## src/design/spq_pkg.sv

```systemverilog
// ============================================================================
// spq_pkg
// Shared types and codes of the sorted priority queue.
// ============================================================================
package spq_pkg;

   localparam int DATA_W = 32;
   localparam int FILL_W = 5;

   // operation codes carried in the kind field
   localparam logic KIND_ENQ = 1'b0;
   localparam logic KIND_DEQ = 1'b1;

   // one stored entry: data value and its priority
   typedef struct packed {
      logic signed [DATA_W-1:0] value;
      logic signed [DATA_W-1:0] prio;
   } spq_entry_type;

endpackage

```

## src/design/spq_if.sv

```systemverilog
// ============================================================================
// spq_if
// Valid/ready channels of the sorted priority queue: request and response.
// ============================================================================
interface spq_req_if;
   import spq_pkg::*;

   logic                     valid;
   logic                     ready;
   logic                     kind;
   logic signed [DATA_W-1:0] value;
   logic signed [DATA_W-1:0] prio;

   modport source (output valid, output kind, output value, output prio, input ready);
   modport sink   (input valid, input kind, input value, input prio, output ready);
endinterface

interface spq_rsp_if;
   import spq_pkg::*;

   logic                     valid;
   logic                     ready;
   logic signed [DATA_W-1:0] front_value;
   logic signed [DATA_W-1:0] front_prio;
   logic signed [DATA_W-1:0] rear_value;
   logic        [FILL_W-1:0] fill_count;
   logic                     is_empty;
   logic                     underflow;
   logic                     overflow;

   modport source (output valid, output front_value, output front_prio, output rear_value,
                   output fill_count, output is_empty, output underflow, output overflow,
                   input ready);
   modport sink   (input valid, input front_value, input front_prio, input rear_value,
                   input fill_count, input is_empty, input underflow, input overflow,
                   output ready);
endinterface

```

## src/design/spq_mem.sv

```systemverilog
// ============================================================================
// spq_mem
// Entry storage: one write port, one read port with registered read data.
// ============================================================================
module spq_mem #(
   parameter int DEPTH = 16,
   parameter int IW    = 4
) (
   input  logic                   clock,
   input  logic                   wr_en,
   input  logic [IW-1:0]          wr_addr,
   input  spq_pkg::spq_entry_type wr_data,
   input  logic [IW-1:0]          rd_addr,
   output spq_pkg::spq_entry_type rd_data
);
   import spq_pkg::*;

   spq_entry_type mem_ff [DEPTH];
   spq_entry_type rd_data_ff;

   // write port
   always_ff @(posedge clock) begin
      if (wr_en) begin
         mem_ff[wr_addr] <= wr_data;
      end
   end

   // registered read port
   always_ff @(posedge clock) begin
      rd_data_ff <= mem_ff[rd_addr];
   end

   assign rd_data = rd_data_ff;

endmodule

```

## src/design/spq_seq.sv

```systemverilog
// ============================================================================
// spq_seq
// Sequencer: ring pointers, insertion scan with the shared priority
// comparator, head reload on dequeue, and the response word register.
// ============================================================================
module spq_seq #(
   parameter int DEPTH = 16,
   parameter int IW    = 4
) (
   input  logic                   clock,
   input  logic                   reset,
   spq_req_if.sink                req_bus,
   spq_rsp_if.source              rsp_bus,
   output logic                   mem_we,
   output logic [IW-1:0]          mem_waddr,
   output spq_pkg::spq_entry_type mem_wdata,
   output logic [IW-1:0]          mem_raddr,
   input  spq_pkg::spq_entry_type mem_rdata
);
   import spq_pkg::*;

   localparam int              CW      = $clog2(DEPTH + 1);
   localparam logic [CW-1:0]   DEPTH_C = CW'(DEPTH);
   localparam logic [IW:0]     DEPTH_W = (IW + 1)'(DEPTH);

   typedef enum logic [2:0] {
      S_IDLE,
      S_SCAN,
      S_CMP,
      S_DEQ_READ,
      S_DEQ_LOAD,
      S_DONE
   } state_type;

   state_type                state_ff, state_in;
   logic [IW-1:0]            head_ff, head_in;
   logic [CW-1:0]            count_ff, count_in;
   logic [IW-1:0]            pos_ff, pos_in;
   spq_entry_type            new_ff, new_in;
   spq_entry_type            front_ff, front_in;
   logic signed [DATA_W-1:0] rear_ff, rear_in;
   logic                     under_ff, under_in;
   logic                     over_ff, over_in;

   logic                     rsp_valid_ff, rsp_valid_in;
   logic signed [DATA_W-1:0] rsp_front_value_ff, rsp_front_value_in;
   logic signed [DATA_W-1:0] rsp_front_prio_ff, rsp_front_prio_in;
   logic signed [DATA_W-1:0] rsp_rear_value_ff, rsp_rear_value_in;
   logic [FILL_W-1:0]        rsp_fill_ff, rsp_fill_in;
   logic                     rsp_empty_ff, rsp_empty_in;
   logic                     rsp_under_ff, rsp_under_in;
   logic                     rsp_over_ff, rsp_over_in;

   logic [IW-1:0]            pos_m1;
   logic [IW-1:0]            phys_pos;
   logic [IW-1:0]            phys_pos_m1;
   logic                     ins_done;
   logic [CW+FILL_W-1:0]     fill_wide;

   // ring index: head plus logical offset, folded once below DEPTH
   function automatic logic [IW-1:0] wrap_add(input logic [IW-1:0] base,
                                              input logic [IW-1:0] offs);
      logic [IW:0] sum;
      begin
         sum = {1'b0, base} + {1'b0, offs};
         if (sum >= DEPTH_W) begin
            sum = sum - DEPTH_W;
         end
         wrap_add = sum[IW-1:0];
      end
   endfunction

   assign pos_m1      = pos_ff - IW'(1);
   assign phys_pos    = wrap_add(head_ff, pos_ff);
   assign phys_pos_m1 = wrap_add(head_ff, pos_m1);
   assign fill_wide   = {{FILL_W{1'b0}}, count_ff};

   assign req_bus.ready = (state_ff == S_IDLE);

   // next-state logic
   always_comb begin
      state_in           = state_ff;
      head_in            = head_ff;
      count_in           = count_ff;
      pos_in             = pos_ff;
      new_in             = new_ff;
      front_in           = front_ff;
      rear_in            = rear_ff;
      under_in           = under_ff;
      over_in            = over_ff;
      rsp_valid_in       = rsp_valid_ff & ~rsp_bus.ready;
      rsp_front_value_in = rsp_front_value_ff;
      rsp_front_prio_in  = rsp_front_prio_ff;
      rsp_rear_value_in  = rsp_rear_value_ff;
      rsp_fill_in        = rsp_fill_ff;
      rsp_empty_in       = rsp_empty_ff;
      rsp_under_in       = rsp_under_ff;
      rsp_over_in        = rsp_over_ff;
      mem_we             = 1'b0;
      mem_waddr          = phys_pos;
      mem_wdata          = new_ff;
      mem_raddr          = phys_pos_m1;
      ins_done           = 1'b0;

      case (state_ff)
         S_IDLE: begin
            if (req_bus.valid) begin
               under_in = 1'b0;
               over_in  = 1'b0;
               if (req_bus.kind == KIND_ENQ) begin
                  if (count_ff == DEPTH_C) begin
                     // full: drop the word
                     over_in  = 1'b1;
                     state_in = S_DONE;
                  end else begin
                     new_in.value = req_bus.value;
                     new_in.prio  = req_bus.prio;
                     pos_in       = count_ff[IW-1:0];
                     state_in     = S_SCAN;
                  end
               end else begin
                  if (count_ff == '0) begin
                     under_in = 1'b1;
                     state_in = S_DONE;
                  end else begin
                     head_in  = wrap_add(head_ff, IW'(1));
                     count_in = count_ff - CW'(1);
                     state_in = (count_ff == CW'(1)) ? S_DONE : S_DEQ_READ;
                  end
               end
            end
         end

         // reached the head, or fetch the entry in front of the hole
         S_SCAN: begin
            if (pos_ff == '0) begin
               mem_we   = 1'b1;
               ins_done = 1'b1;
            end else begin
               state_in = S_CMP;
            end
         end

         // shared comparator: move the entry up if it ranks behind the new one
         S_CMP: begin
            mem_we = 1'b1;
            if ($signed(mem_rdata.prio) > $signed(new_ff.prio)) begin
               mem_wdata = mem_rdata;
               pos_in    = pos_m1;
               state_in  = S_SCAN;
            end else begin
               ins_done = 1'b1;
            end
         end

         S_DEQ_READ: begin
            mem_raddr = head_ff;
            state_in  = S_DEQ_LOAD;
         end

         S_DEQ_LOAD: begin
            front_in = mem_rdata;
            state_in = S_DONE;
         end

         // load the response word once the output register is free
         S_DONE: begin
            if (!rsp_valid_ff || rsp_bus.ready) begin
               rsp_valid_in = 1'b1;
               if (count_ff == '0) begin
                  rsp_front_value_in = '0;
                  rsp_front_prio_in  = '0;
                  rsp_rear_value_in  = '0;
               end else begin
                  rsp_front_value_in = front_ff.value;
                  rsp_front_prio_in  = front_ff.prio;
                  rsp_rear_value_in  = rear_ff;
               end
               rsp_fill_in  = fill_wide[FILL_W-1:0];
               rsp_empty_in = (count_ff == '0);
               rsp_under_in = under_ff;
               rsp_over_in  = over_ff;
               state_in     = S_IDLE;
            end
         end

         default: begin
            state_in = S_IDLE;
         end
      endcase

      // insertion written: update count and the cached head and tail
      if (ins_done) begin
         count_in = count_ff + CW'(1);
         if (pos_ff == '0) begin
            front_in = new_ff;
         end
         if (CW'(pos_ff) == count_ff) begin
            rear_in = new_ff.value;
         end
         state_in = S_DONE;
      end
   end

   // state and registered outputs
   always_ff @(posedge clock) begin
      pos_ff             <= pos_in;
      new_ff             <= new_in;
      front_ff           <= front_in;
      rear_ff            <= rear_in;
      under_ff           <= under_in;
      over_ff            <= over_in;
      rsp_front_value_ff <= rsp_front_value_in;
      rsp_front_prio_ff  <= rsp_front_prio_in;
      rsp_rear_value_ff  <= rsp_rear_value_in;
      rsp_fill_ff        <= rsp_fill_in;
      rsp_empty_ff       <= rsp_empty_in;
      rsp_under_ff       <= rsp_under_in;
      rsp_over_ff        <= rsp_over_in;
      if (reset) begin
         state_ff     <= S_IDLE;
         head_ff      <= '0;
         count_ff     <= '0;
         rsp_valid_ff <= 1'b0;
      end else begin
         state_ff     <= state_in;
         head_ff      <= head_in;
         count_ff     <= count_in;
         rsp_valid_ff <= rsp_valid_in;
      end
   end

   assign rsp_bus.valid       = rsp_valid_ff;
   assign rsp_bus.front_value = rsp_front_value_ff;
   assign rsp_bus.front_prio  = rsp_front_prio_ff;
   assign rsp_bus.rear_value  = rsp_rear_value_ff;
   assign rsp_bus.fill_count  = rsp_fill_ff;
   assign rsp_bus.is_empty    = rsp_empty_ff;
   assign rsp_bus.underflow   = rsp_under_ff;
   assign rsp_bus.overflow    = rsp_over_ff;

endmodule

```

## src/design/sorted_priority_queue_top.sv

```systemverilog
// ============================================================================
// sorted_priority_queue_top
// Bounded priority queue kept sorted by ascending priority, ties in arrival
// order, with one response word per request word.
// ============================================================================
// Entries live in a DEPTH-entry ring memory, head first. A dequeue advances
// the head pointer and reloads the cached head entry from memory through
// S_DEQ_READ and S_DEQ_LOAD, unless it leaves the queue empty or underflows,
// which goes straight to S_DONE. An enqueue scans from the tail toward the
// head with one signed priority comparator, moving each entry that ranks
// behind the new one up by a slot; each moved entry takes a memory read, then
// a compare and write back. A dropped enqueue on a full queue goes straight
// to S_DONE. One request is worked on at a time; a new request is taken while
// the previous response still waits on rsp_bus. Storage needs no clearing
// after reset: only slots below the fill count are ever read.
// ============================================================================
module sorted_priority_queue_top #(
   parameter int DEPTH = 16
) (
   input  logic      clock,
   input  logic      reset,
   spq_req_if.sink   req_bus,
   spq_rsp_if.source rsp_bus
);
   import spq_pkg::*;

   localparam int IW = $clog2(DEPTH);

   logic          mem_we;
   logic [IW-1:0] mem_waddr;
   spq_entry_type mem_wdata;
   logic [IW-1:0] mem_raddr;
   spq_entry_type mem_rdata;

   // sequencer with the shared comparator
   spq_seq #(
      .DEPTH (DEPTH),
      .IW    (IW)
   ) u_seq (
      .clock     (clock),
      .reset     (reset),
      .req_bus   (req_bus),
      .rsp_bus   (rsp_bus),
      .mem_we    (mem_we),
      .mem_waddr (mem_waddr),
      .mem_wdata (mem_wdata),
      .mem_raddr (mem_raddr),
      .mem_rdata (mem_rdata)
   );

   // entry ring storage
   spq_mem #(
      .DEPTH (DEPTH),
      .IW    (IW)
   ) u_mem (
      .clock   (clock),
      .wr_en   (mem_we),
      .wr_addr (mem_waddr),
      .wr_data (mem_wdata),
      .rd_addr (mem_raddr),
      .rd_data (mem_rdata)
   );

endmodule
```

## src/flat_wrapper.sv

```systemverilog
// flat-port wrapper written by rule: the top's interface ports become plain ports
module sorted_priority_queue_top_flat import spq_pkg::*;
#(
   parameter int DEPTH = 16
)
  (clock, reset, req_bus_valid, req_bus_kind, req_bus_value, req_bus_prio, req_bus_ready, rsp_bus_valid, rsp_bus_front_value, rsp_bus_front_prio, rsp_bus_rear_value, rsp_bus_fill_count, rsp_bus_is_empty, rsp_bus_underflow, rsp_bus_overflow, rsp_bus_ready);
  spq_req_if req_bus_i ();
  spq_rsp_if rsp_bus_i ();
  input  logic clock;
  input  logic reset;
  input wire logic [$bits(req_bus_i.valid)-1:0] req_bus_valid;
  input wire logic [$bits(req_bus_i.kind)-1:0] req_bus_kind;
  input wire logic [$bits(req_bus_i.value)-1:0] req_bus_value;
  input wire logic [$bits(req_bus_i.prio)-1:0] req_bus_prio;
  output wire logic [$bits(req_bus_i.ready)-1:0] req_bus_ready;
  output wire logic [$bits(rsp_bus_i.valid)-1:0] rsp_bus_valid;
  output wire logic [$bits(rsp_bus_i.front_value)-1:0] rsp_bus_front_value;
  output wire logic [$bits(rsp_bus_i.front_prio)-1:0] rsp_bus_front_prio;
  output wire logic [$bits(rsp_bus_i.rear_value)-1:0] rsp_bus_rear_value;
  output wire logic [$bits(rsp_bus_i.fill_count)-1:0] rsp_bus_fill_count;
  output wire logic [$bits(rsp_bus_i.is_empty)-1:0] rsp_bus_is_empty;
  output wire logic [$bits(rsp_bus_i.underflow)-1:0] rsp_bus_underflow;
  output wire logic [$bits(rsp_bus_i.overflow)-1:0] rsp_bus_overflow;
  input wire logic [$bits(rsp_bus_i.ready)-1:0] rsp_bus_ready;
  assign req_bus_i.valid = req_bus_valid;
  assign req_bus_i.kind = req_bus_kind;
  assign req_bus_i.value = req_bus_value;
  assign req_bus_i.prio = req_bus_prio;
  assign req_bus_ready = req_bus_i.ready;
  assign rsp_bus_valid = rsp_bus_i.valid;
  assign rsp_bus_front_value = rsp_bus_i.front_value;
  assign rsp_bus_front_prio = rsp_bus_i.front_prio;
  assign rsp_bus_rear_value = rsp_bus_i.rear_value;
  assign rsp_bus_fill_count = rsp_bus_i.fill_count;
  assign rsp_bus_is_empty = rsp_bus_i.is_empty;
  assign rsp_bus_underflow = rsp_bus_i.underflow;
  assign rsp_bus_overflow = rsp_bus_i.overflow;
  assign rsp_bus_i.ready = rsp_bus_ready;
  sorted_priority_queue_top #(.DEPTH(DEPTH)) u_core (.clock(clock), .reset(reset), .req_bus(req_bus_i), .rsp_bus(rsp_bus_i));
endmodule
```

## config.mk

```make
export PLATFORM = sky130hd
export DESIGN_NAME = sorted_priority_queue_top_flat
export DESIGN_NICKNAME = d
export VERILOG_FILES = /design/src/design/spq_pkg.sv /design/src/design/spq_if.sv /design/src/design/spq_mem.sv /design/src/design/spq_seq.sv /design/src/design/sorted_priority_queue_top.sv /design/src/flat_wrapper.sv
export SDC_FILE = /design/constraint.sdc
export NUM_CORES = 2
export LEC_CHECK = 0
export BUFFER_PORTS_ARGS = -buffer_cell sky130_fd_sc_hd__clkbuf_2
export CORE_UTILIZATION = 50
export DETAILED_ROUTE_END_ITERATION = 10
export PLACE_DENSITY_LB_ADDON = 0.25
export SYNTH_ARGS = -nofsm -noshare
export SYNTH_HDL_FRONTEND = slang
export SYNTH_HIERARCHICAL = 1
export SYNTH_SLANG_ARGS = --single-unit
```

## constraint.sdc

```tcl
create_clock -name clock -period 6.1 [get_ports clock]
set_input_delay 0.61 -clock clock [delete_from_list [all_inputs] [get_ports clock]]
set_output_delay 0.61 -clock clock [all_outputs]
set_load 0.005 [all_outputs]
```

==> summary.md <==
| Metric | Value |
|---|---|
| Yosys top cell area share | 71.0% |
| Hold_ws | 0.0551 ns |
| Port bufs | 174 |
| Busiest grt layer | met2 |
| CP endpoint kind | flop |
| CTS Root Cell | clkbuf_16 |
| Top_reg_cell synth | edfxtp_1 |
| Core ar. | 0.102 sq mm |
| Vias per cell | 5.98 |
| Reg2Reg Setup Slack | ~1.3 ns |
| H-tree depth | 4 |
| Clock Path Buffers | 3 |
| Clock Skew | 0.0275 ns |
| GPL Wtd Cong | 0.781 |
| Syn nets | 2675 |
| Hold Crit Class | in -> reg |
| LEAKAGE | 19.6 nW |
| Clk pwr share | 28.1% |
| Slew @ Worst Pin | 1.31 ns |
| Met2 usage | a little under two fifths |
| RSZ-0062 raised after global routing | false |
| FF-to-FF path depth | 11 |
| CP Data Arrival Time | 5.16 ns |
| Pre-CTS setup slack | 0.997 ns |
| Slew margin rel. | 12.5% |
| PD cells | 493 mW/mm^2 |
| Clk sink count | approximately 1400 |
| Synth top cells by count | edfxtp_1 (1230), mux4_2 (256), dfxtp_1 (141) |
| TritonRoute pass-1 iters | 5 |
| Nets | 2930 |
| Ports | 175 |
| Netlist cell types | 58 |
| Later-pin clock latency in the skew report | 0.74 ns |
| Post-layout util | 57.9% |
| Starting Density | 50.7% |
| Pint | 20.3 mW |
| Setup TNS | 0 ns |
| Global-route wire length before repair | 177000 microns |
| Register Area | 0.0398 sq mm |
| Multi-input gate area | about 0.012 sq mm |
| Initial drt markers | 2434 |
| ANT cells | 0 |
| Cells after Synth | approximately 2600 |
| WL/cell | about 28 microns |
| Gr usage total | about 23% |
| DIE WIDTH | 324 microns |
| # DRC | 0 |
| Die ar. | 0.105 sq mm |
| Most frequent cell after synthesis | edfxtp_1 |
| Status | complete, no violations |
| Post-cts repair resize count | 0 |
| Filler instances | 7468 |
| HP Start | req_bus_value[12] |
| Vias in the first global route | 26600 |
| Die Ht | between 300 and 400 microns |
| Final Max Slew Viols | 0 |
| Area Growth Syn to Fin | 14.2% |
| WHS Path Cells | 1 |
| Final instance area | around 0.06 sq mm |
| Fmax | 207 MHz |
| Seq/Total Area, Yosys | 76.5% |
| Routed via count | between 20000 and 30000 |
| CTS tree | yes |
| Largest net degree at the start of global routing | 129 |
| Logic gate share of total power | 30.4% |
| Placed inst area | 0.0549 sq mm |
| Total of max-cap violations | 0 |
| Setup CP Type | reg -> reg |
| HPWL after DPL | 63300 microns |
| CTS Buf Count | 138 |
| Asr flop ratio synth | 0% |
| Post-Route WL | around 120000 microns |
| Top post-synthesis cells by area | edfxtp_1 (71%), mux4_2 (11%), dfxtp_1 (5.4%) |
| Sw power | 9.01 mW |
| Worst Path Required | between 6 and 7 ns |
| Reg-to-Reg Start | u_core/u_seq/new_ff[31] |
| Cell type with the largest total area after synthesis | edfxtp_1 |
| Final setup viols | 0 |
| Worst setup margin | 1.27 ns |
| Final min period | 4.83 ns |
| Reg2Reg Capture Point | u_core/u_mem/mem_ff[2][21] |
| Synth Cell Area | between 0.05 and 0.06 sq mm |
| VDD IR max | about 0.00056 V |
| Worst setup SP type | flop |
| Antenna violation net count after detailed routing | 0 |
| Syn Area/Cell | 20.3 sq um |
| Hold path endpoint | u_core/u_seq/new_ff[44] |
| GR Overflow Total | 0 |
| Sw frac | 30.8% |
| Ratio of cells with drive above 1 in the final layout | 27.3% |
| Post-synth EDFFs | around 1200 |
| Yosys reg bits | 1371 |
| Fin. Hold Viols | 0 |
| Clk pin slew, worst setup/hold paths | 0.06 ns |
| Fin crit share | 79.2% |
| Initial antenna violation count | 1 |
| Rows | 117 |
| Synth warn | 6 |
| Sequential power share | around two fifths |
| GRT met3 Usage | 3.68% |
| CP max FO | 23 |
| Met1 Resource Use GR | 31.9% |
==> power by group through the flow <==
stage / Sequential, mW / Combinational (mW) / Clock, mW
after floorplan: 12.2 / 6.41 / 0
after global placement: 12.3 / 8.78 / 0
after detailed placement: 12.4 / 8.94 / 0
after CTS: 12.2 / 8.98 / 8.39
after global routing: 12.3 / 9.58 / 8.73
final: 12.2 / 8.90 / 8.24
==> worst max path at each step <==
stage,depth (start not counted),start,slack [ns],end
after floorplan,3,rsp_bus_ready,0.40,u_core/u_seq/rsp_bus.fill_count[0]
after global placement,11,u_core/u_seq/new_ff[31],1.43,u_core/u_mem/mem_ff[8][25]
after detailed placement,10,u_core/u_seq/new_ff[31],1.0,u_core/u_mem/mem_ff[14][26]
after CTS,10,u_core/u_seq/new_ff[31],0.97,u_core/u_mem/mem_ff[3][21]
after global routing,10,u_core/u_seq/new_ff[31],1.09,u_core/u_mem/mem_ff[9][19]
final,11,u_core/u_seq/new_ff[31],1.27,u_core/u_mem/mem_ff[2][21]
==> registers in the layout, summed over array words and instances, names as in the netlist, 32 cells and up <==
| signal | flops |
|---|---|
| u_core/u_seq/rsp_bus.rear_value | 32 |
| u_core/u_seq/new_ff | 64 |
| u_core/u_seq/rsp_bus.front_value | 32 |
| u_core/u_seq/rsp_bus.front_prio | 32 |
| u_core/u_seq/rear_ff | 32 |
| u_core/u_mem/mem_ff | 1024 |
| u_core/u_seq/front_ff | 64 |
| u_core/u_mem/rd_data | 64 |
==> stage by stage <==
stage | cells | power (mW)
after CTS | 4298 | 29.6
after floorplan | 2561 | 18.6
after global placement | 4040 | 21.1
final | 4298 | 29.3
after global routing | 4298 | 30.6
after detailed placement | 4040 | 21.3
==> layout by cell type (no fill, tap or decap), types with 6 or more instances in the layout <==
| cell type | instances |
|---|---|
| nor2_1 | 15 |
| mux2_2 | 77 |
| ha_1 | 43 |
| buf_4 | 44 |
| inv_1 | 47 |
| dfxtp_1 | 141 |
| nor3_1 | 10 |
| clkbuf_16 | 146 |
| mux2i_1 | 62 |
| clkinv_2 | 15 |
| nand4_1 | 9 |
| clkinv_1 | 20 |
| mux2_1 | 24 |
| clkbuf_2 | 174 |
| inv_6 | 6 |
| nand2_1 | 89 |
| nand3_1 | 44 |
| clkbuf_1 | 45 |
| edfxtp_1 | 1230 |
| and2_1 | 97 |
| buf_12 | 21 |
| bufinv_16 | 7 |
| xor2_1 | 6 |
| o21ai_0 | 17 |
| a22oi_1 | 128 |
| o21ai_1 | 25 |
| nor2_4 | 15 |
| a21oi_1 | 20 |
| xnor2_1 | 9 |
| mux4_2 | 256 |
| clkbuf_8 | 10 |
==> routing by layer <==
layer | wire (microns) | vias up | share of wire, %
met4 | 2500 | 0 | 2.1
met2 | 59800 | 1079 | 50
met1 | 48700 | 13500 | 41
met5 | 0 | - | 0
met3 | 9090 | 182 | 7.6
li1 | - | 10900 | -
==> logic make-up (layout without fill, tap and decap cells) <==
group | Yosys count | count (layout) | synth area share, %
compound gates | 213 | 213 | 2.84
mux | 420 | 420 | 14.5
fa+ha+maj | 45 | 45 | 1.11
buf+inv | 175 | 544 | 1.62
flops | 1371 | 1371 | 76.5
xor+xnor | 15 | 15 | 0.253
simple gates | 322 | 322 | 3.22
==> critical path: stages (launching register included) <==
cell	delay, ns
edfxtp_1	0.36
inv_1	0.09
ha_1	0.38
nand4_1	0.29
nor2_1	0.10
a221oi_2	0.27
o211ai_1	0.33
or4_4	0.62
a21boi_4	0.18
and2_2	0.84
buf_4	0.50
o21ai_1	0.39
==> final cells by class <==
class,count,share of cell area (%)
tap,1368,2.88
clock buffer,201,6.67
multi-input combinational,1015,19.6
sequential,1371,67.0
timing repair buffer,243,2.80
inverter,47,0.297
clock inverter,53,0.803
==> what timing repair did <==
| item | 4_1_cts | 5_1_grt |
|---|---|---|
| hold buffers | 4 | 0 |
| setup buffers | 0 | 0 |
| hold endpoints to repair | 4 | 0 |
Power figures use the tool's default switching activity.
